**src/sv/gfca_pkg.sv**
```systemverilog
// Package for the gated frequency counter with moving-average window.
// Holds widths, window constants, divider constants and stage payload types.
// No dependencies.
package gfca_pkg;

    localparam int PULSE_W          = 16;
    localparam int FREQ_W           = 20;
    localparam int PAIR_W           = 18;

    localparam int WINDOW_SECONDS   = 3;
    localparam int SLOTS_PER_SECOND = 5;
    localparam int RING_DEPTH       = WINDOW_SECONDS * SLOTS_PER_SECOND;

    // largest pair sum: two full-scale counts
    localparam int PAIR_MAX   = 2 * (2 ** PULSE_W - 1);
    localparam int SUM_W      = $clog2(RING_DEPTH * PAIR_MAX + 1);
    localparam int SLOT_W     = (RING_DEPTH > 1) ? $clog2(RING_DEPTH) : 1;
    localparam int SUB_W      = (SLOTS_PER_SECOND > 1) ? $clog2(SLOTS_PER_SECOND) : 1;
    localparam int WARM_W     = $clog2(WINDOW_SECONDS + 2);
    localparam int WARM_DONE  = WINDOW_SECONDS + 1;

    localparam int INSTANT_GAIN = 5;

    // floor(x / WINDOW_SECONDS) = (x * DIV_RECIP) >> DIV_SHIFT for any SUM_W-bit x
    localparam int    DIV_SHIFT = SUM_W + $clog2(WINDOW_SECONDS);
    localparam int    RECIP_W   = DIV_SHIFT + 1;
    localparam int    PROD_W    = SUM_W + RECIP_W;
    localparam longint DIV_RECIP =
        ((longint'(1) << DIV_SHIFT) + longint'(WINDOW_SECONDS) - 1) / WINDOW_SECONDS;

    localparam logic [FREQ_W-1:0] FREQ_MAX = '1;

    typedef logic [PAIR_W-1:0] pair_t;
    typedef logic [SUM_W-1:0]  wsum_t;

    typedef struct packed {
        logic [FREQ_W-1:0] instant_freq;
        wsum_t             window_sum;
        logic              mean_valid;
    } acc_result_t;

endpackage

```
**src/sv/gfca_accum.sv**
```systemverilog
// Pair accumulation, warm-up tracking, slot ring and running window sum.
// One count per cycle unless a held output stalls it; emits a registered beat
// on the second count of a pair. Depends on gfca_pkg.
module gfca_accum import gfca_pkg::*; (
    input  logic               aclk,
    input  logic               aresetn,
    input  logic               in_valid,
    input  logic [PULSE_W-1:0] in_count,
    output logic               in_ready,
    output logic               out_valid,
    output acc_result_t        out_data,
    input  logic               out_ready
);

    logic              phase_reg, phase_next;
    pair_t             pair_sum_reg, pair_sum_next;
    logic [WARM_W-1:0] warm_reg, warm_next;
    logic [SLOT_W-1:0] slot_reg, slot_next;
    logic [SUB_W-1:0]  sub_reg, sub_next;
    wsum_t             wsum_reg, wsum_next;
    logic              valid_reg, valid_next;
    acc_result_t       data_reg, data_next;

    pair_t             ring [RING_DEPTH];

    logic              take;
    pair_t             pair_new;
    logic              warm_done;
    logic [FREQ_W-1:0] instant;

    assign take     = !valid_reg || out_ready;
    assign in_ready = take;

    assign pair_new = pair_sum_reg + pair_t'(in_count);
    assign instant  = FREQ_W'(pair_new) * FREQ_W'(INSTANT_GAIN);

    always_comb begin
        phase_next    = phase_reg;
        pair_sum_next = pair_sum_reg;
        warm_next     = warm_reg;
        slot_next     = slot_reg;
        sub_next      = sub_reg;
        wsum_next     = wsum_reg;
        valid_next    = valid_reg && !out_ready;
        data_next     = data_reg;
        warm_done     = 1'b0;

        if (in_valid && take) begin
            if (!phase_reg) begin
                phase_next    = 1'b1;
                pair_sum_next = pair_new;
            end else begin
                phase_next    = 1'b0;
                pair_sum_next = '0;
                // warm-up steps on the first slot of each second
                if (warm_reg != WARM_W'(WARM_DONE) && sub_reg == '0)
                    warm_next = warm_reg + WARM_W'(1);
                warm_done = (warm_next == WARM_W'(WARM_DONE));
                if (warm_done)
                    wsum_next = wsum_reg + wsum_t'(pair_new) - wsum_t'(ring[slot_reg]);
                else
                    wsum_next = wsum_reg + wsum_t'(pair_new);

                slot_next = (slot_reg == SLOT_W'(RING_DEPTH - 1)) ? '0 : slot_reg + SLOT_W'(1);
                sub_next  = (sub_reg == SUB_W'(SLOTS_PER_SECOND - 1)) ? '0 : sub_reg + SUB_W'(1);

                valid_next             = 1'b1;
                data_next.instant_freq = instant;
                data_next.window_sum   = wsum_next;
                data_next.mean_valid   = warm_done;
            end
        end
    end

    always_ff @(posedge aclk) begin
        if (!aresetn) begin
            phase_reg    <= 1'b0;
            pair_sum_reg <= '0;
            warm_reg     <= '0;
            slot_reg     <= '0;
            sub_reg      <= '0;
            wsum_reg     <= '0;
            valid_reg    <= 1'b0;
        end else begin
            phase_reg    <= phase_next;
            pair_sum_reg <= pair_sum_next;
            warm_reg     <= warm_next;
            slot_reg     <= slot_next;
            sub_reg      <= sub_next;
            wsum_reg     <= wsum_next;
            valid_reg    <= valid_next;
        end
    end

    always_ff @(posedge aclk) begin
        data_reg <= data_next;
        if (in_valid && take && phase_reg)
            ring[slot_reg] <= pair_new;
    end

    assign out_valid = valid_reg;
    assign out_data  = data_reg;

endmodule

```
**src/sv/gfca_mean.sv**
```systemverilog
// Mean stage: window sum divided by the window length via reciprocal multiply,
// saturated to the result width, into the output register. Depends on gfca_pkg.
module gfca_mean import gfca_pkg::*; (
    input  logic              aclk,
    input  logic              aresetn,
    input  logic              in_valid,
    input  acc_result_t       in_data,
    output logic              in_ready,
    output logic              out_valid,
    output logic [FREQ_W-1:0] out_instant,
    output logic [FREQ_W-1:0] out_mean,
    output logic              out_mean_valid,
    input  logic              out_ready
);

    logic              valid_reg, valid_next;
    logic [FREQ_W-1:0] instant_reg;
    logic [FREQ_W-1:0] mean_reg, mean_calc;
    logic              mvalid_reg;

    logic              take;
    logic [PROD_W-1:0] prod;
    wsum_t             quot;

    assign take     = !valid_reg || out_ready;
    assign in_ready = take;

    assign prod = PROD_W'(in_data.window_sum) * PROD_W'(DIV_RECIP);
    assign quot = SUM_W'(prod >> DIV_SHIFT);

    always_comb begin
        valid_next = valid_reg && !out_ready;
        if (in_valid && take)
            valid_next = 1'b1;
        if (!in_data.mean_valid)
            mean_calc = '0;
        else if (quot > wsum_t'(FREQ_MAX))
            mean_calc = FREQ_MAX;
        else
            mean_calc = FREQ_W'(quot);
    end

    always_ff @(posedge aclk) begin
        if (!aresetn)
            valid_reg <= 1'b0;
        else
            valid_reg <= valid_next;
    end

    always_ff @(posedge aclk) begin
        if (in_valid && take) begin
            instant_reg <= in_data.instant_freq;
            mean_reg    <= mean_calc;
            mvalid_reg  <= in_data.mean_valid;
        end
    end

    assign out_valid      = valid_reg;
    assign out_instant    = instant_reg;
    assign out_mean       = mean_reg;
    assign out_mean_valid = mvalid_reg;

endmodule

```
**src/sv/gated_frequency_counter_average.sv**
```systemverilog
// Gated frequency counter with moving-average window (top level).
// Throughput: one count per cycle while m_tready does not stall the pipeline;
// one result beat per two counts.
// Stages: input register, accumulate/ring update, reciprocal divide + output register.
// Reset (aresetn low, synchronous): pair phase, warm-up, slot pointer and window sum
// cleared, pipeline emptied; ring contents are not cleared and need no clearing pass.
module gated_frequency_counter_average import gfca_pkg::*; (
    input  logic        aclk,
    input  logic        aresetn,
    input  logic        s_tvalid,
    output logic        s_tready,
    input  logic [15:0] s_tdata,   // [15:0] pulse_count
    output logic        m_tvalid,
    input  logic        m_tready,
    output logic [39:0] m_tdata,   // [19:0] instant_freq, [39:20] mean_freq
    output logic        m_tuser    // [0] mean_valid
);

    logic               in_valid_reg;
    logic [PULSE_W-1:0] in_count_reg;
    logic               acc_ready;
    logic               take;

    logic               acc_valid;
    acc_result_t        acc_data;
    logic               mean_ready;

    logic [FREQ_W-1:0]  instant;
    logic [FREQ_W-1:0]  mean;

    assign take     = !in_valid_reg || acc_ready;
    assign s_tready = take;

    always_ff @(posedge aclk) begin
        if (!aresetn)
            in_valid_reg <= 1'b0;
        else if (take)
            in_valid_reg <= s_tvalid;
    end

    always_ff @(posedge aclk) begin
        if (take && s_tvalid)
            in_count_reg <= s_tdata[PULSE_W-1:0];
    end

    gfca_accum u_accum (
        .aclk      (aclk),
        .aresetn   (aresetn),
        .in_valid  (in_valid_reg),
        .in_count  (in_count_reg),
        .in_ready  (acc_ready),
        .out_valid (acc_valid),
        .out_data  (acc_data),
        .out_ready (mean_ready)
    );

    gfca_mean u_mean (
        .aclk           (aclk),
        .aresetn        (aresetn),
        .in_valid       (acc_valid),
        .in_data        (acc_data),
        .in_ready       (mean_ready),
        .out_valid      (m_tvalid),
        .out_instant    (instant),
        .out_mean       (mean),
        .out_mean_valid (m_tuser),
        .out_ready      (m_tready)
    );

    assign m_tdata = {mean, instant};

endmodule

```
**config.mk**
```make
export PLATFORM = sky130hd
export DESIGN_NAME = gated_frequency_counter_average
export DESIGN_NICKNAME = d
export VERILOG_FILES = /design/src/sv/gfca_pkg.sv /design/src/sv/gfca_accum.sv /design/src/sv/gfca_mean.sv /design/src/sv/gated_frequency_counter_average.sv
export SDC_FILE = /design/constraint.sdc
export NUM_CORES = 1
export LEC_CHECK = 0
export ABC_AREA = 1
export BUFFER_PORTS_ARGS = -buffer_cell sky130_fd_sc_hd__buf_2
export CORE_MARGIN = 8
export CORE_UTILIZATION = 45
export CTS_CLUSTER_DIAMETER = 100
export DETAILED_ROUTE_END_ITERATION = 10
export GPL_ROUTABILITY_DRIVEN = 0
export HOLD_SLACK_MARGIN = 0.05
export PLACE_DENSITY = 0.66
export SLEW_MARGIN = 20
export SYNTH_ARGS = -nofsm -noshare
export SYNTH_HDL_FRONTEND = slang
export SYNTH_HIERARCHICAL = 1
export SYNTH_SLANG_ARGS = --single-unit
```
**constraint.sdc**
```tcl
create_clock -name aclk -period 7.24 [get_ports aclk]
set_input_delay 0.724 -clock aclk [delete_from_list [all_inputs] [get_ports aclk]]
set_output_delay 0.724 -clock aclk [all_outputs]
set_load 0.02 [all_outputs]
```
==> summary.md, run 1 <==
| Metric | Value |
|---|---|
| Hold_ws | 0.3113 ns |
| Synth Area in Simple Gates | 0.1470 |
| Synthesized-area fraction occupied by adder cells | 0.2124 |
| Mux cell area share after synthesis | 0 |
| CTS root buf | clkbuf_16 |
| Avg WL per Cell | 18.21 um |
| Yosys top cell area share | 0.4113 |
| Int Power | 5.689 mW |
| RSZ-0062 raised after global routing | false |
| Worst reg2reg path depth | 25 |
| Combinational share of power | 0.464 |
| Flop pwr share | 0.297 |
| PD cells | 322.9 nW/um^2 |
| Xor/xnor cell area share of the yosys netlist | 0.01983 |
| Number of port buffers | 62 |
| Cts bufs inserted | 44 |
| Clock tree buffer depth | 3 |
| Routed wire length | 66060 um |
| Fmax | 168.9 MHz |
| Combinational family with the most area after synthesis | adder cells |
| Number of nets in the layout | 3220 |
| Worst EP required | 7.57 ns |
| CP Class | flop to flop |
| Initial core utilization | 0.4556 |
| Cell taking the most area after synthesis | edfxtp_1 |
| Synthesized area | 26940 um^2 |
| Cts hold-fix bufs | 0 |
| Num Clock Sinks | 426 |
| Post-CTS Setup Inserts | 0 |
| Fin crit share | 0.8177 |
| Io pins | 63 |
| Vias | 19420 |
| Setup violators final | 0 |
| Antenna violations before repair | 1 |
| Global route overflow | 0 |
| DP Worst Slack | 1.384 ns |
| Worst clock skew | 0.02734 ns |
| Total Power | 9.621 mW |
| Synth Register Bits | 426 |
| Crit start category | flop |
| Number of global-route vias before repair | 19410 |
| Die Area | 67950 um^2 |
| Worst Path Arrival | 6.25 ns |
| HP Class | input port to flop |
| Endpoints failing hold | 0 |
| Max-slew violations | 0 |
| Row cnt | 89 |
| Die height | 260.7 um |
| Area growth syn-to-layout | 10.59% |
| Clock power frac | 0.239 |
| Post-synth EDFFs | 369 |
| Worst IR Drop VDD | 267.6 uV |
| Largest register FFs | 270 |
| Yosys Warn Count | 6 |
| Post-synth top flop | edfxtp_1 |
| CORE AREA | 59130 um^2 |
| Status | completed |
| Clk slew on worst S/H paths | 0.06 ns |
| Syn avg cell area | 9.857 um^2 |
| First-pass GRT wire length | 103500 um |
| LEAKAGE | 12.82 nW |
| Post-route setup slack | 1.320 ns |
| Share of cells above drive strength 1 | 0.09709 |
| DIE WIDTH | 260.7 um |
| Cells after synthesis | 2733 |
| DP Area | 28320 um^2 |
| Max Fanout on Critical Path | 4 |
| Setup_tns | 0 ns |
| Min cycle time layout | 5.920 ns |
| Starting DRT DRC Count | 1491 |
| Compound-Gate Fraction of Synth Area | 0.1035 |
| Syn nets | 3136 |
| Final instance area | 29790 um^2 |
| Clk Latency, worst-skew pair | 0.60 ns |
| Largest net degree at the start of global routing | 93 |
| Dominant cells by area after synthesis | edfxtp_1, ha_1, fa_1, nand2_1, inv_1 |
| Antenna Nets Post-Route | 0 |
| Asr flop ratio synth | 0 |
| CTS tree | done |
| Tot GR Track Use | 0.1917 |
| Slew headroom | 0.3666 |
| CTS H-tree lvls | 2 |
| Max-cap viol count | 0 |
| Switching part of the total | 0.4087 |
| Worst-margin pin slew | 0.9501 ns |
| DP Wirelength | 47790 um |
| Vias per inst | 5.355 |
| Netlist cell types | 55 |
| 1st-pass router iterations | 5 |
| Hold Crit Depth | 1 |
| CP Capture Type | flop |
| Residual DRC count | 0 |
| Gates resized, CTS repair | 0 |
| Part of the Yosys area used for sequential elements | 0.4537 |
| P_sw | 3.932 mW |
per-stage QoR:
stage,std cells,utilization
after global placement,3544,0.4789
after detailed placement,3544,0.4789
final,3627,0.5038
after floorplan,2733,-
after CTS,3626,0.5038
after global routing,3626,0.5038
cells by family (layout without fill, tap and decap cells):
kind of cell / after synthesis / after routing
DFF: 426 / 426
xor gates and xnor gates: 61 / 61
AOI/OAI and AO/OA: 484 / 484
and+or+nand+nor: 937 / 937
other: 0 / 1
adders and majority gates: 383 / 383
buffers and inverters: 442 / 562
power by group through the flow:
| stage | clock (mW) | combinational, mW | sequential [mW] |
|---|---|---|---|
| 2_1_floorplan | 0 | 3.25 | 2.91 |
| 4_1_cts | 2.34 | 4.45 | 2.86 |
| 5_1_grt | 2.43 | 5.01 | 2.86 |
| 3_3_place_gp | 0 | 4.34 | 2.91 |
| 6_report | 2.30 | 4.46 | 2.86 |
| 3_5_place_dp | 0 | 4.42 | 2.91 |
worst paths after layout:
path	startpoint	to	slack, ns
hold reg to reg	u_accum/out_data[30]	u_mean/out_instant[8]	0.41
setup / recovery	u_accum/out_data[9]	u_mean/out_mean[16]	1.32
hold / removal	s_tdata[4]	in_count_reg[4]	0.31
setup reg to reg	u_accum/out_data[9]	u_mean/out_mean[16]	1.32
routing by layer:
layer / wire length [um] / GRT usage / part of all wire / vias up
met5: 0 / 0 / 0 / -
met2: 32630 / 0.3385 / 0.49 / 534
met1: 27670 / 0.2388 / 0.42 / 9348
met3: 3551 / 0.02492 / 0.054 / 112
met4: 2212 / 0.07012 / 0.033 / 0
li1: - / - / - / 9428
synthesized netlist by cell type (all sizes together) (2+ instances only):
master / count
o211ai: 23
dfxtp: 57
nor2: 279
inv: 374
nor4: 2
a21o: 5
a21oi: 170
o21a: 6
o22ai: 14
nand3: 96
nor3: 16
a31oi: 7
xnor2: 19
clkbuf: 51
a22o: 4
a21boi: 4
buf: 16
or2: 3
nand4: 15
ha: 259
and2: 3
a211oi: 4
edfxtp: 369
nand2: 520
fa: 124
o21ai: 191
xor2: 42
o221ai: 37
nand3b: 2
o21bai: 14
layout make-up:
| type | instances | area [um^2] |
|---|---|---|
| antenna | 1 | 2.502 |
| clock buffer | 55 | 1162 |
| clock inverter | 27 | 309.0 |
| fill | 5227 | 29340 |
| inverter | 375 | 1409 |
| multi-input combinational | 1865 | 13080 |
| sequential | 426 | 12230 |
| tap | 773 | 967.2 |
| timing repair buffer | 105 | 633.1 |
worst max-delay path, cell delays in order (launching register included):
cell	delay, ns
edfxtp_1	0.44
ha_1	0.37
inv_1	0.07
fa_1	0.63
xnor2_1	0.11
ha_1	0.20
a21oi_1	0.30
fa_1	0.48
inv_1	0.12
fa_1	0.40
inv_1	0.08
fa_1	0.42
inv_1	0.08
fa_1	0.41
ha_1	0.35
nand2_1	0.12
nor2_1	0.24
nand2_1	0.13
nor2_1	0.13
nand2_1	0.06
nand3_1	0.17
nand2_1	0.08
nand2_1	0.08
nand2_1	0.05
nand2_1	0.06
nor2_1	0.06
cell usage in the layout (no fill, tap or decap), drive strengths merged, types with 2 or more instances in the layout:
master and instances:
nor2 279, or2 3, o21a 6, nand2 520, bufinv 5, o221ai 37, a211oi 4, nor4 2
clkinv 20, and2 3, a31oi 7, o21ai 191, dfxtp 57, xor2 42, nor3 16, ha 259
nand3 96, clkinvlp 2, o21bai 14, o22ai 14, a21oi 170, a22o 4, nand3b 2, xnor2 19
nand4 15, fa 124, clkbuf 55, a21boi 4, inv 375, a21o 5, buf 105, edfxtp 369
o211ai 23
Note: power is estimated with default switching activity, not from simulation.
==> run 2, diff against run 1 <==
ABC_AREA = 0   (was 1)
clock period = 6.05 ns   (was 7.24 ns; I/O delays follow)
==> summary.md, run 2 <==
| Metric | Value |
|---|---|
| Fmax | 161.9 MHz |
| Slowest stage delay, CP | 0.61 ns |
| CTS root buf | clkbuf_16 |
| Die Area | 65540 um^2 |
| Initial core utilization | 0.4519 |
| Die height | 256.0 um |
| Int Power | 7.302 mW |
| Worst EP required | 6.37 ns |
| Combinational share of power | 0.422 |
| Family with the most delay on the worst path | adder cells |
| Slowest CP cell | fa_2 |
| Commonest non-fill, non-tap cells in the layout | edfxtp_1, ha_1, inv_1 |
| Yosys Warn Count | 6 |
| Cells after synthesis | 1980 |
| CTS tree | done |
| Worst Path Arrival | 6.50 ns |
| CP Cell Sequence | ha_1 -> inv_1 -> fa_2 -> xnor2_2 -> ha_4 -> a21o_1 -> inv_1 -> fa_1 -> inv_2 -> fa_1 -> inv_1 -> fa_1 -> inv_1 -> fa_1 -> ha_4 -> and3_4 -> nand4_1 -> o31ai_2 -> a211o_2 -> a31oi_4 -> o31ai_4 -> a31oi_1 -> mux2i_1 |
| Crit start category | flop |
| Tot GR Track Use | 0.1801 |
| Post-synth EDFFs | 369 |
| Row cnt | 88 |
| LEAKAGE | 11.97 nW |
| Fillers | 4783 |
| Asr flop ratio synth | 0 |
| Switching part of the total | 0.3476 |
| Clk Latency, worst-skew pair | 0.61 ns |
| Part of the Yosys area used for sequential elements | 0.4715 |
| Most frequent cell after synthesis | edfxtp_1 |
| 1st-pass router iterations | 5 |
| Diodes inserted | 0 |
| Endpoints failing hold | 0 |
| Clock power frac | 0.272 |
| Routed wire length | 60320 um |
| Number of port buffers | 62 |
| Worst IR Drop VDD | 302.9 uV |
| Largest net degree at the start of global routing | 72 |
| WP buf/inv | 5 |
| Largest register FFs | 270 |
| Synth top cells by count | edfxtp_1, ha_1, inv_1 |
| Area growth syn-to-layout | 15.34% |
| Fin crit share | 1.021 |
| Synthesized area | 25920 um^2 |
| Number of nets in the layout | 2563 |
| PD cells | 374.4 nW/um^2 |
| Flop pwr share | 0.306 |
| Clk slew on worst S/H paths | 0.07 ns |
| Yosys top cell area share | 0.4275 |
| RSZ-0062 raised after global routing | true |
| Slew headroom | 0.2767 |
| Setup violators final | 5 |
| Failing checks | negative setup slack |
| FF/Latch Area | 12230 um^2 |
| Syn nets | 2383 |
| Cts bufs inserted | 46 |
| Most common cell after layout, fill and taps aside | edfxtp_1 |
| Worst clock skew | 0.04940 ns |
| Max Fanout on Critical Path | 5 |
| Starting DRT DRC Count | 1142 |
| Synth Register Bits | 426 |
| CP Capture Type | flop |
| DP Wirelength | 44060 um |
| Vias | 16300 |
| Avg WL per Cell | 20.36 um |
| Status | finished with violations |
| Max-cap viol count | 0 |
| Global route overflow | 0 |
| Share of cells above drive strength 1 | 0.2020 |
| Number of global-route vias before repair | 16800 |
| Clock tree buffer depth | 3 |
| Cell taking the most area after synthesis | edfxtp_1 |
| CORE AREA | 57370 um^2 |
| Residual DRC count | 0 |
| DIE WIDTH | 256.0 um |
| Fin util | 0.5212 |
| Antenna Nets Post-Route | 0 |
| Post-synth top flop | edfxtp_1 |
| HP Class | input port to flop |
| Netlist cell types | 92 |
| R2R setup slack | -0.13 ns |
| Dominant cells by area after synthesis | edfxtp_1, ha_1, fa_1, mux4_2, dfxtp_1 |
| P_sw | 3.890 mW |
| Area of the multi-input gates | 13010 um^2 |
| Num Clock Sinks | 426 |
| Worst-margin pin slew | 1.079 ns |
| CP Class | flop to flop |
| Max-slew violations | 0 |
| Antenna violations before repair | 0 |
| Syn avg cell area | 13.09 um^2 |
| Io pins | 63 |
| First-pass GRT wire length | 94160 um |
| Vias per inst | 5.501 |
| Min cycle time layout | 6.178 ns |
| Total Power | 11.19 mW |
| Post-route setup slack | -0.1277 ns |
| CTS H-tree lvls | 2 |
run 2: cell types whose count changed in the layout (fill, tap and decap cells not counted), moves of 29 or more:
cell / change
a21oi_1: -81
buf_4: +71
inv_1: -152
mux2i_1: +29
mux4_2: +72
nand2_1: -388
nand2_2: -35
nand3_1: -60
nor2_1: -154
o21ai_0: -119
o221ai_1: -34
run 2: cells by family after synthesis:
logic type	count (synthesis)	synth area share
compound gates	333	0.09075
xor+xnor	74	0.02500
fa+ha+maj	383	0.2208
buf+inv	261	0.03876
flops	426	0.4715
mux	111	0.07825
simple gates	392	0.07496
run 2: area by class of cell:
cell class | count | share of cell area
multi-input combinational | 1293 | 0.4353
sequential | 426 | 0.4090
clock buffer | 56 | 0.04143
timing repair buffer | 179 | 0.04072
tap | 765 | 0.03202
inverter | 214 | 0.02695
clock inverter | 30 | 0.01461
run 2: stage by stage:
| step | hold slack (ns) | TNS [ns] | cells | setup WS (ns) | area [um^2] |
|---|---|---|---|---|---|
| 3_5_place_dp | 0.4045 | -0.7463 | 2869 | -0.1483 | 27940 |
| 5_1_grt | 0.1343 | -2.965 | 2963 | -0.4034 | 29900 |
| 6_report | 0.1616 | -0.4061 | 2963 | -0.1277 | 29900 |
| 4_1_cts | 0.1276 | -0.03408 | 2956 | -0.02209 | 29700 |
| 2_1_floorplan | 0.4003 | 0 | 1980 | 0.1082 | 25920 |
| 3_3_place_gp | 0.4030 | -0.02535 | 2869 | -0.02535 | 27940 |
run 2: repair_timing:
action | in CTS | in global routing
gates resized for setup | 11 | 34
endpoints found under the setup margin | 12 | 29
pin swaps | 3 | 12
gates cloned | 0 | 0
setup buffers | 1 | 7
hold buffers | 0 | 0
run 2: final timing paths:
kind,from,end,depth (start not counted)
worst min register to register,u_accum/out_data[35],u_mean/out_instant[13],0
worst max-delay path,u_accum/out_data[9],u_mean/out_mean[14],23
worst max register to register,u_accum/out_data[9],u_mean/out_mean[14],23
worst min-delay path,s_tdata[8],in_count_reg[8],1
run 2: per-layer routing:
| metal | share of wire | GRT usage |
|---|---|---|
| met3 | 0.053 | 0.02474 |
| met2 | 0.48 | 0.3061 |
| met1 | 0.44 | 0.2429 |
| met4 | 0.021 | 0.04361 |
| met5 | 0 | 0 |
run 2: power by group through the flow:
stage               clock network (mW)  logic [mW]  registers (mW)
floorplan                            0        3.22            3.48
global placement                     0        4.27            3.49
detailed placement                   0        4.33            3.49
CTS                               3.12        4.47            3.42
global route                      3.21        5.28            3.43
finish                            3.04        4.73            3.42
==> run 3, diff against run 2 <==
--- a/config.mk
+++ b/config.mk
@@ -6,5 +6,4 @@
 export NUM_CORES = 1
 export LEC_CHECK = 0
-export ABC_AREA = 0
 export BUFFER_PORTS_ARGS = -buffer_cell sky130_fd_sc_hd__buf_2
 export CORE_MARGIN = 8
@@ -15,4 +14,5 @@
 export HOLD_SLACK_MARGIN = 0.05
 export PLACE_DENSITY = 0.66
+export SETUP_SLACK_MARGIN = 0.3
 export SLEW_MARGIN = 20
 export SYNTH_ARGS = -nofsm -noshare
==> constraint.sdc (replaced) <==
create_clock -name aclk -period 6.05 [get_ports aclk]
set_input_delay 0.605 -clock aclk [delete_from_list [all_inputs] [get_ports aclk]]
set_output_delay 0.605 -clock aclk [all_outputs]
set_load 0.005 [all_outputs]
==> summary.md, run 3 (synthesis results as in run 2) <==
| Metric | Value |
|---|---|
| CP Class | flop to flop |
| Antenna Nets Post-Route | 0 |
| Clock tree buffer depth | 3 |
| Failing checks | negative setup slack |
| Worst IR Drop VDD | 337.1 uV |
| Largest register FFs | 270 |
| Share of cells above drive strength 1 | 0.2156 |
| Vias | 16380 |
| Endpoints failing hold | 0 |
| Diodes inserted | 0 |
| Worst clock skew | 0.02961 ns |
| Setup_tns | -0.3906 ns |
| CP Cell Sequence | ha_4 -> inv_2 -> fa_2 -> xnor2_1 -> ha_1 -> a21oi_1 -> fa_1 -> inv_1 -> fa_1 -> inv_1 -> fa_1 -> inv_1 -> fa_1 -> ha_4 -> a21oi_1 -> o21a_1 -> o211ai_1 -> a211o_2 -> a31oi_4 -> o31ai_4 -> buf_6 -> a221oi_4 -> mux2i_1 |
| Num Clock Sinks | 426 |
| DIE WIDTH | 256.0 um |
| Clk Latency, worst-skew pair | 0.59 ns |
| CTS root buf | clkbuf_16 |
| Slowest stage delay, CP | 0.60 ns |
| Crit start category | flop |
| Final instance area | 30080 um^2 |
| DP Wirelength | 43840 um |
| Io pins | 63 |
| Cts bufs inserted | 45 |
| Status | finished with violations |
| DP Worst Slack | 0.01815 ns |
| CTS H-tree lvls | 2 |
| Non-filler cells, final | 2945 |
| PD cells | 386.1 nW/um^2 |
| Cells after DPL | 2834 |
| Worst-margin pin slew | 0.9846 ns |
| Worst setup path end | u_mean/out_mean[16] |
| HP Class | input port to flop |
| Initial core utilization | 0.4519 |
| Fin crit share | 1.018 |
| Die Area | 65540 um^2 |
| Cts hold-fix bufs | 0 |
| Max-slew violations | 0 |
| Worst reg2reg path depth | 23 |
| Avg WL per Cell | 20.71 um |
| Min cycle time layout | 6.158 ns |
| Hold Crit Depth | 1 |
| Routed wire length | 60980 um |
| Row cnt | 88 |
| RR Endpoint | u_mean/out_mean[16] |
| CORE AREA | 57370 um^2 |
| Vias per inst | 5.561 |
| Slowest CP cell | fa_2 |
| CP Capture Type | flop |
| R2R setup slack | -0.11 ns |
| Commonest non-fill, non-tap cells in the layout | edfxtp_1, ha_1, inv_1 |
| Post-route setup slack | -0.1075 ns |
| Number of nets in the layout | 2548 |
| Worst r2r src | u_accum/out_data[9] |
| First-pass GRT wire length | 93900 um |
| LEAKAGE | 11.93 nW |
| Tot GR Track Use | 0.1805 |
| Starting DRT DRC Count | 1265 |
| Worst EP required | 6.38 ns |
| Most used cell, CP | fa_1 |
| Number of global-route vias before repair | 16890 |
| Number of port buffers | 62 |
| DP Area | 27710 um^2 |
| Global route overflow | 0 |
| RSZ-0062 raised after global routing | true |
| Worst Path Arrival | 6.49 ns |
| Slew headroom | 0.3427 |
| Residual DRC count | 0 |
| Setup violators final | 7 |
| Area growth syn-to-layout | 16.05% |
| Fmax | 162.4 MHz |
| CTS tree | done |
| Die height | 256.0 um |
| Max-cap viol count | 0 |
| Clk slew on worst S/H paths | 0.06 ns |
| Max Fanout on Critical Path | 5 |
| 1st-pass router iterations | 5 |
| Antenna violations before repair | 0 |
| Critical path origin | u_accum/out_data[9] |
| Most common cell after layout, fill and taps aside | edfxtp_1 |
| Hold_ws | 0.1911 ns |
| Largest net degree at the start of global routing | 64 |
run 3: metrics by stage:
stage          power (mW)    util
3_3_place_gp        7.706  0.4830
2_1_floorplan       6.726       -
4_1_cts             11.04  0.5142
6_report            11.61  0.5244
3_5_place_dp        7.773  0.4830
5_1_grt             12.30  0.5244
run 3: worst max-delay path: cells and delay by family (launching register included):
family	cells	cell delay [ns]
adders and majority gates	8	3.44
AOI/OAI and AO/OA	8	1.49
DFF	1	0.43
buffers and inverters	5	0.32
xor gates and xnor gates	1	0.14
muxes	1	0.10
run 3: where the power goes:
part	leakage [nW]	switching [mW]	internal [mW]
logic	7.37	2.88	2.34
registers	3.78	0.0262	3.40
clock network	0.780	1.17	1.81
run 3: layout make-up:
| cell class | count | area [um^2] |
|---|---|---|
| repair buffers | 165 | 1107 |
| clock inverters | 31 | 454.2 |
| clock buffers | 51 | 1149 |
| fillers | 4723 | 27280 |
| multi-input cells | 1293 | 13380 |
| inverters | 214 | 803.3 |
| flip-flops and latches | 426 | 12230 |
| well taps | 765 | 957.2 |
run 3: per-layer routing:
metal / vias to the layer above / part of all wire / GRT usage
li1: 7620 / - / -
met1: 8209 / 0.43 / 0.2396
met2: 477 / 0.48 / 0.3018
met3: 72 / 0.060 / 0.03233
met4: 0 / 0.021 / 0.05214
met5: - / 0 / 0
run 3: worst min path at each step:
stage | from | slack, ns | end
after floorplan | u_accum/out_data[22] | 0.40 | u_mean/out_instant[0]
after global placement | u_accum/out_data[39] | 0.40 | u_mean/out_instant[17]
after detailed placement | u_accum/out_data[41] | 0.41 | u_mean/out_instant[19]
after CTS | s_tdata[8] | 0.16 | in_count_reg[8]
after global routing | s_tdata[8] | 0.17 | in_count_reg[8]
final | s_tdata[8] | 0.19 | in_count_reg[8]
run 3: what timing repair did:
item,CTS,global route
endpoints found under the setup margin,25,35
pin swaps,9,36
gates resized for setup,27,79
buffers inserted,7,22
cloned,0,0
